## config.mk

```make
export PLATFORM = sky130hd
export DESIGN_NAME = annexb_nal_splitter
export DESIGN_NICKNAME = d
export VERILOG_FILES = /design/src/sv/anb_pkg.sv /design/src/sv/anb_fifo.sv /design/src/sv/anb_core.sv /design/src/sv/annexb_nal_splitter.sv
export SDC_FILE = /design/constraint.sdc
export NUM_CORES = 1
export LEC_CHECK = 0
export ABC_AREA = 1
export BUFFER_PORTS_ARGS = -buffer_cell sky130_fd_sc_hd__buf_2
export CAP_MARGIN = 30
export CORE_UTILIZATION = 35
export DETAILED_ROUTE_END_ITERATION = 6
export PLACE_DENSITY = 0.47
export SYNTH_ARGS = -nofsm -noshare
export SYNTH_HDL_FRONTEND = slang
export SYNTH_SLANG_ARGS = --single-unit
```

## constraint.sdc

```tcl
create_clock -name clk -period 37.7 [get_ports clk]
set_input_delay 9.425 -clock clk [delete_from_list [all_inputs] [get_ports clk]]
set_output_delay 9.425 -clock clk [all_outputs]
set_load 0.05 [all_outputs]
```

## src/sv/anb_pkg.sv

```systemverilog
// Shared types and constants of the Annex-B NAL splitter.
// No dependencies; imported by anb_fifo, anb_core, the top level and the testbench.
package anb_pkg;

  // Most result bytes that one input byte can release.
  localparam int ANB_MAX_RES    = 5;
  localparam int ANB_RES_CNT_W  = $clog2(ANB_MAX_RES + 1);
  // Default depth of the result queue (power of two, at least 8).
  localparam int ANB_FIFO_DEPTH = 8;

  // Final byte of a start code.
  localparam logic [7:0] ANB_SC_BYTE = 8'h01;

  typedef struct packed {
    logic [7:0] nal_byte;
    logic       nal_first;
    logic       nal_last;
  } anb_res_t;

endpackage

```

## src/sv/anb_fifo.sv

```systemverilog
// Result queue of the Annex-B NAL splitter: takes up to ANB_MAX_RES results per
// cycle and hands out one per transfer. Depends on anb_pkg.
module anb_fifo
  import anb_pkg::*;
#(
  parameter int DEPTH = ANB_FIFO_DEPTH
) (
  input  logic                                clk,
  input  logic                                rst_n,
  input  anb_res_t [ANB_MAX_RES-1:0]          push_res,
  input  logic [ANB_RES_CNT_W-1:0]            push_cnt,
  output logic                                space_ok,
  output logic                                head_valid,
  input  logic                                head_stall,
  output anb_res_t                            head
);

  localparam int PW    = $clog2(DEPTH);
  localparam int CW    = $clog2(DEPTH + 1);
  localparam int LIMIT = DEPTH - ANB_MAX_RES;

  anb_res_t          mem_r [DEPTH];
  logic [PW-1:0]     rd_ptr_r, rd_ptr_nxt;
  logic [PW-1:0]     wr_ptr_r, wr_ptr_nxt;
  logic [CW-1:0]     cnt_r, cnt_nxt;
  logic              pop;

  assign head_valid = (cnt_r != '0);
  assign head       = mem_r[rd_ptr_r];
  assign pop        = head_valid && !head_stall;
  // Room is judged on the registered fill level, so a full burst always fits.
  assign space_ok   = (cnt_r <= CW'(LIMIT));

  assign rd_ptr_nxt = rd_ptr_r + PW'(pop);
  assign wr_ptr_nxt = wr_ptr_r + PW'(push_cnt);
  assign cnt_nxt    = cnt_r + CW'(push_cnt) - CW'(pop);

  always_ff @(posedge clk) begin
    for (int k = 0; k < ANB_MAX_RES; k++) begin
      if (ANB_RES_CNT_W'(k) < push_cnt) begin
        mem_r[wr_ptr_r + PW'(k)] <= push_res[k];
      end
    end
  end

  always_ff @(posedge clk) begin
    if (!rst_n) begin
      rd_ptr_r <= '0;
      wr_ptr_r <= '0;
      cnt_r    <= '0;
    end else begin
      rd_ptr_r <= rd_ptr_nxt;
      wr_ptr_r <= wr_ptr_nxt;
      cnt_r    <= cnt_nxt;
    end
  end

endmodule

```

## src/sv/anb_core.sv

```systemverilog
// Start code scanner of the Annex-B NAL splitter: holds the pending bytes and
// works out the results that each accepted byte releases. Depends on anb_pkg.
module anb_core
  import anb_pkg::*;
(
  input  logic                        clk,
  input  logic                        rst_n,
  input  logic                        in_take,
  input  logic [7:0]                  in_data_byte,
  input  logic                        in_stream_end,
  output anb_res_t [ANB_MAX_RES-1:0]  res,
  output logic [ANB_RES_CNT_W-1:0]    res_cnt
);

  typedef struct packed {
    logic [3:0][7:0] pend;
    logic [2:0]      cnt;
    logic            in_nal;
    logic            started;
  } anb_state_t;

  typedef struct packed {
    anb_state_t                  st;
    anb_res_t [ANB_MAX_RES-1:0]  res;
    logic [ANB_RES_CNT_W-1:0]    n;
  } anb_work_t;

  anb_state_t state_r, state_nxt;
  anb_work_t  w;
  logic [2:0] tz;
  logic [2:0] keep;

  function automatic anb_work_t put_res(anb_work_t wi, logic [7:0] b, logic last);
    anb_work_t r;
    r = wi;
    r.res[wi.n].nal_byte  = b;
    r.res[wi.n].nal_first = !wi.st.started;
    r.res[wi.n].nal_last  = last;
    r.st.started = 1'b1;
    r.n = wi.n + ANB_RES_CNT_W'(1);
    return r;
  endfunction

  function automatic anb_work_t emit_front(anb_work_t wi);
    anb_work_t r;
    r = put_res(wi, wi.st.pend[0], 1'b0);
    r.st.pend = {8'h00, wi.st.pend[3:1]};
    r.st.cnt  = wi.st.cnt - 3'd1;
    return r;
  endfunction

  function automatic anb_work_t flush_all(anb_work_t wi);
    anb_work_t r;
    r = wi;
    for (int i = 0; i < 4; i++) begin
      if (3'(i) < wi.st.cnt) begin
        r = put_res(r, wi.st.pend[i], (3'(i + 1) == wi.st.cnt));
      end
    end
    r.st.cnt = 3'd0;
    return r;
  endfunction

  // Number of zero bytes at the young end of the held bytes.
  function automatic logic [2:0] trailing(logic [3:0][7:0] pend, logic [2:0] cnt);
    logic [2:0] z;
    logic [2:0] pos;
    logic       run;
    z   = 3'd0;
    run = 1'b1;
    for (int k = 0; k < 4; k++) begin
      pos = cnt - 3'(k) - 3'd1;
      if (run && (3'(k) < cnt) && (pend[pos[1:0]] == 8'h00)) begin
        z = z + 3'd1;
      end else begin
        run = 1'b0;
      end
    end
    return z;
  endfunction

  always_comb begin
    w      = '0;
    w.st   = state_r;
    tz     = trailing(w.st.pend, w.st.cnt);
    keep   = 3'd1;
    if (!w.st.in_nal) begin
      // Outside a unit the count tracks the run of zeros, saturated at three.
      if ((in_data_byte == ANB_SC_BYTE) && (w.st.cnt >= 3'd2)) begin
        w.st.in_nal  = 1'b1;
        w.st.started = 1'b0;
        w.st.cnt     = 3'd0;
      end else if (in_data_byte == 8'h00) begin
        w.st.cnt = (w.st.cnt < 3'd3) ? (w.st.cnt + 3'd1) : 3'd3;
      end else begin
        w.st.cnt = 3'd0;
      end
    end else if ((in_data_byte == ANB_SC_BYTE) && (tz >= 3'd2)) begin
      // A start code ends the unit; three zeros form the four-byte code.
      w.st.cnt     = w.st.cnt - ((tz >= 3'd3) ? 3'd3 : 3'd2);
      w            = flush_all(w);
      w.st.started = 1'b0;
    end else begin
      if (w.st.cnt >= 3'd4) begin
        w = emit_front(w);
      end
      w.st.pend[w.st.cnt[1:0]] = in_data_byte;
      w.st.cnt = w.st.cnt + 3'd1;
      tz   = trailing(w.st.pend, w.st.cnt);
      keep = ((tz > 3'd3) ? 3'd3 : tz) + 3'd1;
      // Hold the trailing zeros that may still open a start code plus the byte before them.
      for (int j = 0; j < 4; j++) begin
        if (w.st.cnt > keep) begin
          w = emit_front(w);
        end
      end
    end
    if (in_stream_end) begin
      if (w.st.in_nal) begin
        w = flush_all(w);
      end
      w.st = '0;
    end
  end

  assign state_nxt = w.st;
  assign res       = w.res;
  assign res_cnt   = in_take ? w.n : '0;

  always_ff @(posedge clk) begin
    if (!rst_n) begin
      state_r <= '0;
    end else if (in_take) begin
      state_r <= state_nxt;
    end
  end

endmodule

```

## src/sv/annexb_nal_splitter.sv

```systemverilog
// Top level of the Annex-B NAL splitter.
// Depends on anb_pkg, anb_core and anb_fifo.
//
// The input channel (in_valid, in_stall, in_data_byte, in_stream_end) takes one
// byte of an Annex-B stream per transfer. The result channel (out_valid,
// out_stall, out_nal_byte, out_nal_first, out_nal_last) gives the payload
// bytes of each NAL unit, one per transfer, with first and last marks.
// Start codes and bytes before the first start code are dropped. Setting
// in_stream_end on a byte closes the open unit after that byte.
// One input byte per cycle is sustained while in_stall is low. Each byte is
// decoded in the cycle it is transferred and its results enter the result
// queue at that clock edge, so a released byte can leave in the next cycle.
// A payload byte is held back until a later byte, a start code or the stream
// end decides its last mark, which can delay it by up to four input bytes.
// One transfer may release up to five results; in_stall rises while the queue
// holds more than FIFO_DEPTH minus five results, so a stalled receiver backs
// up into the input once the queue has filled that far, and a burst of
// results can stall the input even when the receiver keeps up.
// rst_n is synchronous and active low; it empties the queue and returns the
// scanner to searching for the first start code.
module annexb_nal_splitter
  import anb_pkg::*;
#(
  parameter int FIFO_DEPTH = ANB_FIFO_DEPTH
) (
  input  logic       clk,
  input  logic       rst_n,
  input  logic       in_valid,
  output logic       in_stall,
  input  logic [7:0] in_data_byte,
  input  logic       in_stream_end,
  output logic       out_valid,
  input  logic       out_stall,
  output logic [7:0] out_nal_byte,
  output logic       out_nal_first,
  output logic       out_nal_last
);

  anb_res_t [ANB_MAX_RES-1:0]  res;
  logic [ANB_RES_CNT_W-1:0]    res_cnt;
  logic                        space_ok;
  logic                        in_take;
  anb_res_t                    head;

  assign in_stall = !space_ok;
  assign in_take  = in_valid && space_ok;

  anb_core u_core (
    .clk          (clk),
    .rst_n        (rst_n),
    .in_take      (in_take),
    .in_data_byte (in_data_byte),
    .in_stream_end(in_stream_end),
    .res          (res),
    .res_cnt      (res_cnt)
  );

  anb_fifo #(
    .DEPTH(FIFO_DEPTH)
  ) u_fifo (
    .clk       (clk),
    .rst_n     (rst_n),
    .push_res  (res),
    .push_cnt  (res_cnt),
    .space_ok  (space_ok),
    .head_valid(out_valid),
    .head_stall(out_stall),
    .head      (head)
  );

  assign out_nal_byte  = head.nal_byte;
  assign out_nal_first = head.nal_first;
  assign out_nal_last  = head.nal_last;

endmodule

```

==> metrics.md <==
| Metric | Value |
|---|---|
| Seq pwr share | `32.3%` |
| CTS max path bufs | `2` |
| First-pass GRT wire length | `159.6 mm` |
| Compound-Gate Fraction of Synth Area | `22.46%` |
| Buf/Inv on CP | `15` |
| Largest stage delay, worst path | `0.59 ns` |
| Starting Density | `35.48%` |
| Via count | `24.74k` |
| Final Hold Viols | `0` |
| Skew final | `0.01897 ns` |
| Critical Path Fanout Max | `46` |
| Simple logic cell fraction of the synthesized area | `43.74%` |
| IO buf count | `24` |
| Area delta synth->final | `6.972%` |
| Power per cell area | `23.24 nW/um^2` |
| Net count after synthesis | `3,459` |
| Status | `completed` |
| Worst reg2reg path depth | `82` |
| Seq/Total Area, Yosys | `17.90%` |
| Critical Path End Type | `flip-flop` |
| Critical path endpoint | `u_fifo.mem_r[4][4]` |
| Post-place setup slack | `13.54 ns` |
| Post-Route WL | `114.1 mm` |
| Critical path startpoint category | `input port` |
| Row cnt | `84` |
| Resize count post-CTS | `0` |
| Met3 wire length | `17.27 mm` |
| TritonCTS clock tree | `built` |
| Switching Share | `41.30%` |
| Gr usage total | `41.65%` |
| Mux cell area share after synthesis | `0.3952%` |
| Cell Area, Placed | `19,390 sq um` |
| Top layer in use | `met5` |
| Post-Synth XOR/XNOR Area | `0.7502%` |
| Post-layout util | `37.95%` |
| Worst setup path class | `in -> reg` |
| Logic gate share of total power | `31.2%` |
| CTS Root Buffer Type | `clkbuf_16` |
| Hpwl dp | `88.60 mm` |
| Final setup fails | `0` |
| Largest family of logic cells by synthesized area | `simple AND/OR/NAND/NOR gates` |
| Clk pwr share | `36.5%` |
| ANT nets after route | `0` |
| Final max-slew violation count | `0` |
| Mapped Area | `18,680 sq um` |
| Die span in x | `233.0 um` |
| RSZ-0062 raised after global routing | `false` |
| Drt pass-1 iters | `6` |
| Clk_lat worst skew | `0.49 ns` |
| Slowest stage cell, crit path | `nand2_2` |
| Leak | `0.008805 uW` |
| Cell count after synthesis | `3,395` |
| Reg2Reg Setup Slack | `19.77 ns` |
| Final setup TNS | `0 ns` |
| Worst hold path class | `reg -> reg` |
| Ys flop type | `edfxtp_1` |
| Drt via density | `6.137` |
| Detailed router's first-iteration violation count | `4,141` |
| GPL Wtd Cong | `1.087` |
| Core ar. | `52,660 sq um` |
| Yosys synthesis warning count | `0` |
| Psw | `191.8 uW` |
| WL met1 | `50.00 mm` |
| Initial antenna violation count | `4` |
| Largest net degree at the start of global routing | `71` |
| Crit path top cell by count | `nand2_1` |
| Delay-heaviest family, CP | `simple AND/OR/NAND/NOR gates` |
| Io pins | `25` |
| CTS HTree Levels | `4` |
| Average instance area after synthesis | `5.502 sq um` |
| RR Startpoint | `u_core.state_r[4]` |
| Post-synth EDFFs | `80` |
| Vias in the first global route | `21.74k` |
| Yosys cell types | `63` |
| Crit path arrival time | `24.05 ns` |
| Nets | `3,393` |
| Worst R2R End | `u_fifo.mem_r[4][4]` |
| Critical path depth | `77` |
| Drc violations | `0` |
| Met2 WL | `42.46 mm` |
| Post-CTS Setup Repair Bufs | `0` |
| Cts bufs inserted | `17` |
| Die Area | `54,300 sq um` |
| Async SR Flop Fraction | `0%` |
| Max Cap Violations | `0` |
| Post-Synth Adder-Cell Area | `3.496%` |
| Seq cells post-synth | `127` |
| Crit share post-route | `63.70%` |
| Maximum clock rate | `41.64 MHz` |
| Clk sinks | `127` |
| Post-route cell area | `19,980 sq um` |
| # hold bufs at CTS | `0` |
| Crit. Startpoint | `in_data_byte[7]` |
| Slew margin rel. | `22.93%` |
| PnR worst setup slack | `13.68 ns` |
| Worst-margin pin slew | `1.144 ns` |
| Clk slew on worst S/H paths | `0.07 ns` |
| Global route overflow | `0` |
| Worst IR drop on VDD | `0.00003614 V` |
| Period minus WS final | `24.02 ns` |
| Wire length per cell | `28.31 um` |
| Critical Path RT | `37.73 ns` |
| Die height | `233.0 um` |
| Layout cells sized above 1 | `7.421%` |
| Internal power | `272.6 uW` |
[flip-flops by register name, summed over array words and instances (netlist names)]
name and flops:
u_fifo.mem_r 80, u_core.state_r 37, u_fifo.cnt_r 4, u_fifo.rd_ptr_r 3, u_fifo.wr_ptr_r 3
[how the worst min path moves through the flow]
stage,startpoint,cells after the start,endpoint
after floorplan,u_core.state_r[15],2,u_core.state_r[15]
after global placement,u_core.state_r[29],2,u_core.state_r[29]
after detailed placement,u_core.state_r[36],2,u_core.state_r[36]
after CTS,u_core.state_r[36],2,u_core.state_r[36]
after global routing,u_core.state_r[36],2,u_core.state_r[36]
final,u_core.state_r[36],2,u_core.state_r[36]
[final cells by class]
class | instances | area [sq um]
sequential | 127 | 3346
multi-input combinational | 2742 | 13260
timing repair buffer | 82 | 584.3
inverter | 359 | 1350
clock inverter | 15 | 152.6
clock buffer | 17 | 425.4
antenna | 1 | 2.502
fill | 5981 | 32670
tap | 688 | 860.8
[cell usage in the layout, fill, tap and decap left out, types with 37 or more instances in the layout]
cell	count
nand2_1	1085
o21ai_0	344
inv_1	327
nand3_1	324
nor2_1	304
a21oi_1	235
edfxtp_1	80
o211ai_1	56
nor3_1	49
ha_1	49
buf_4	47
dfxtp_1	45
nand4_1	37
[worst min-delay path, delay by kind of cell, from the launching register on]
family / cells / cell delay, ns
AOI/OAI and AO/OA: 1 / 0.06
DFF: 1 / 0.35
and+or+nand+nor: 1 / 0.08
[power groups by stage]
stage          clock (uW)  sequential, uW  combinational (uW)
2_1_floorplan           0             153                89.6
3_3_place_gp            0             153                 137
3_5_place_dp            0             153                 138
4_1_cts               173             150                 139
5_1_grt               178             150                 155
6_report              170             150                 145
[per-layer routing]
layer	GRT usage, %	vias up
li1	-	11130
met1	60.60	11660
met2	54.05	1695
met3	16.13	249
met4	14.03	6
met5	2.482	-
[metrics by stage]
step	hold slack (ns)	std cells	total power, uW
after floorplan	0.4685	3395	242.8
after global placement	0.5060	3983	289.3
after detailed placement	0.5146	3996	291.2
after CTS	0.5241	4028	461.6
after global routing	0.5363	4030	482.1
final	0.5289	4031	464.5
[synth_stat cells (10+ instances only)]
| master | n | area share, % |
|---|---|---|
| nor3_1 | 49 | 1.3 |
| nand3_2 | 11 | 0.59 |
| nand2_2 | 30 | 1.0 |
| nand2_4 | 10 | 0.60 |
| dfxtp_1 | 47 | 5.0 |
| nand2_1 | 1085 | 22 |
| nor2_1 | 306 | 6.1 |
| nand3_1 | 324 | 8.7 |
| buf_2 | 49 | 1.3 |
| inv_2 | 28 | 0.56 |
| o211ai_1 | 56 | 2.3 |
| o21a_1 | 15 | 0.60 |
| edfxtp_1 | 80 | 13 |
| o22ai_1 | 27 | 0.90 |
| a21oi_1 | 235 | 6.3 |
| nand4_1 | 37 | 1.2 |
| buf_4 | 10 | 0.40 |
| o21ai_1 | 19 | 0.51 |
| ha_1 | 49 | 3.3 |
| or2_2 | 16 | 0.54 |
| a31oi_1 | 26 | 0.87 |
| clkbuf_1 | 97 | 1.9 |
| o21ai_0 | 346 | 9.3 |
| inv_1 | 327 | 6.6 |
[kinds of logic after synthesis]
family	count (synthesis)
DFF	127
muxes	7
buffers and inverters	526
xor gates and xnor gates	16
and+or+nand+nor	1906
adders and majority gates	51
AOI/OAI and AO/OA	762
Power figures use the tool's default switching activity.
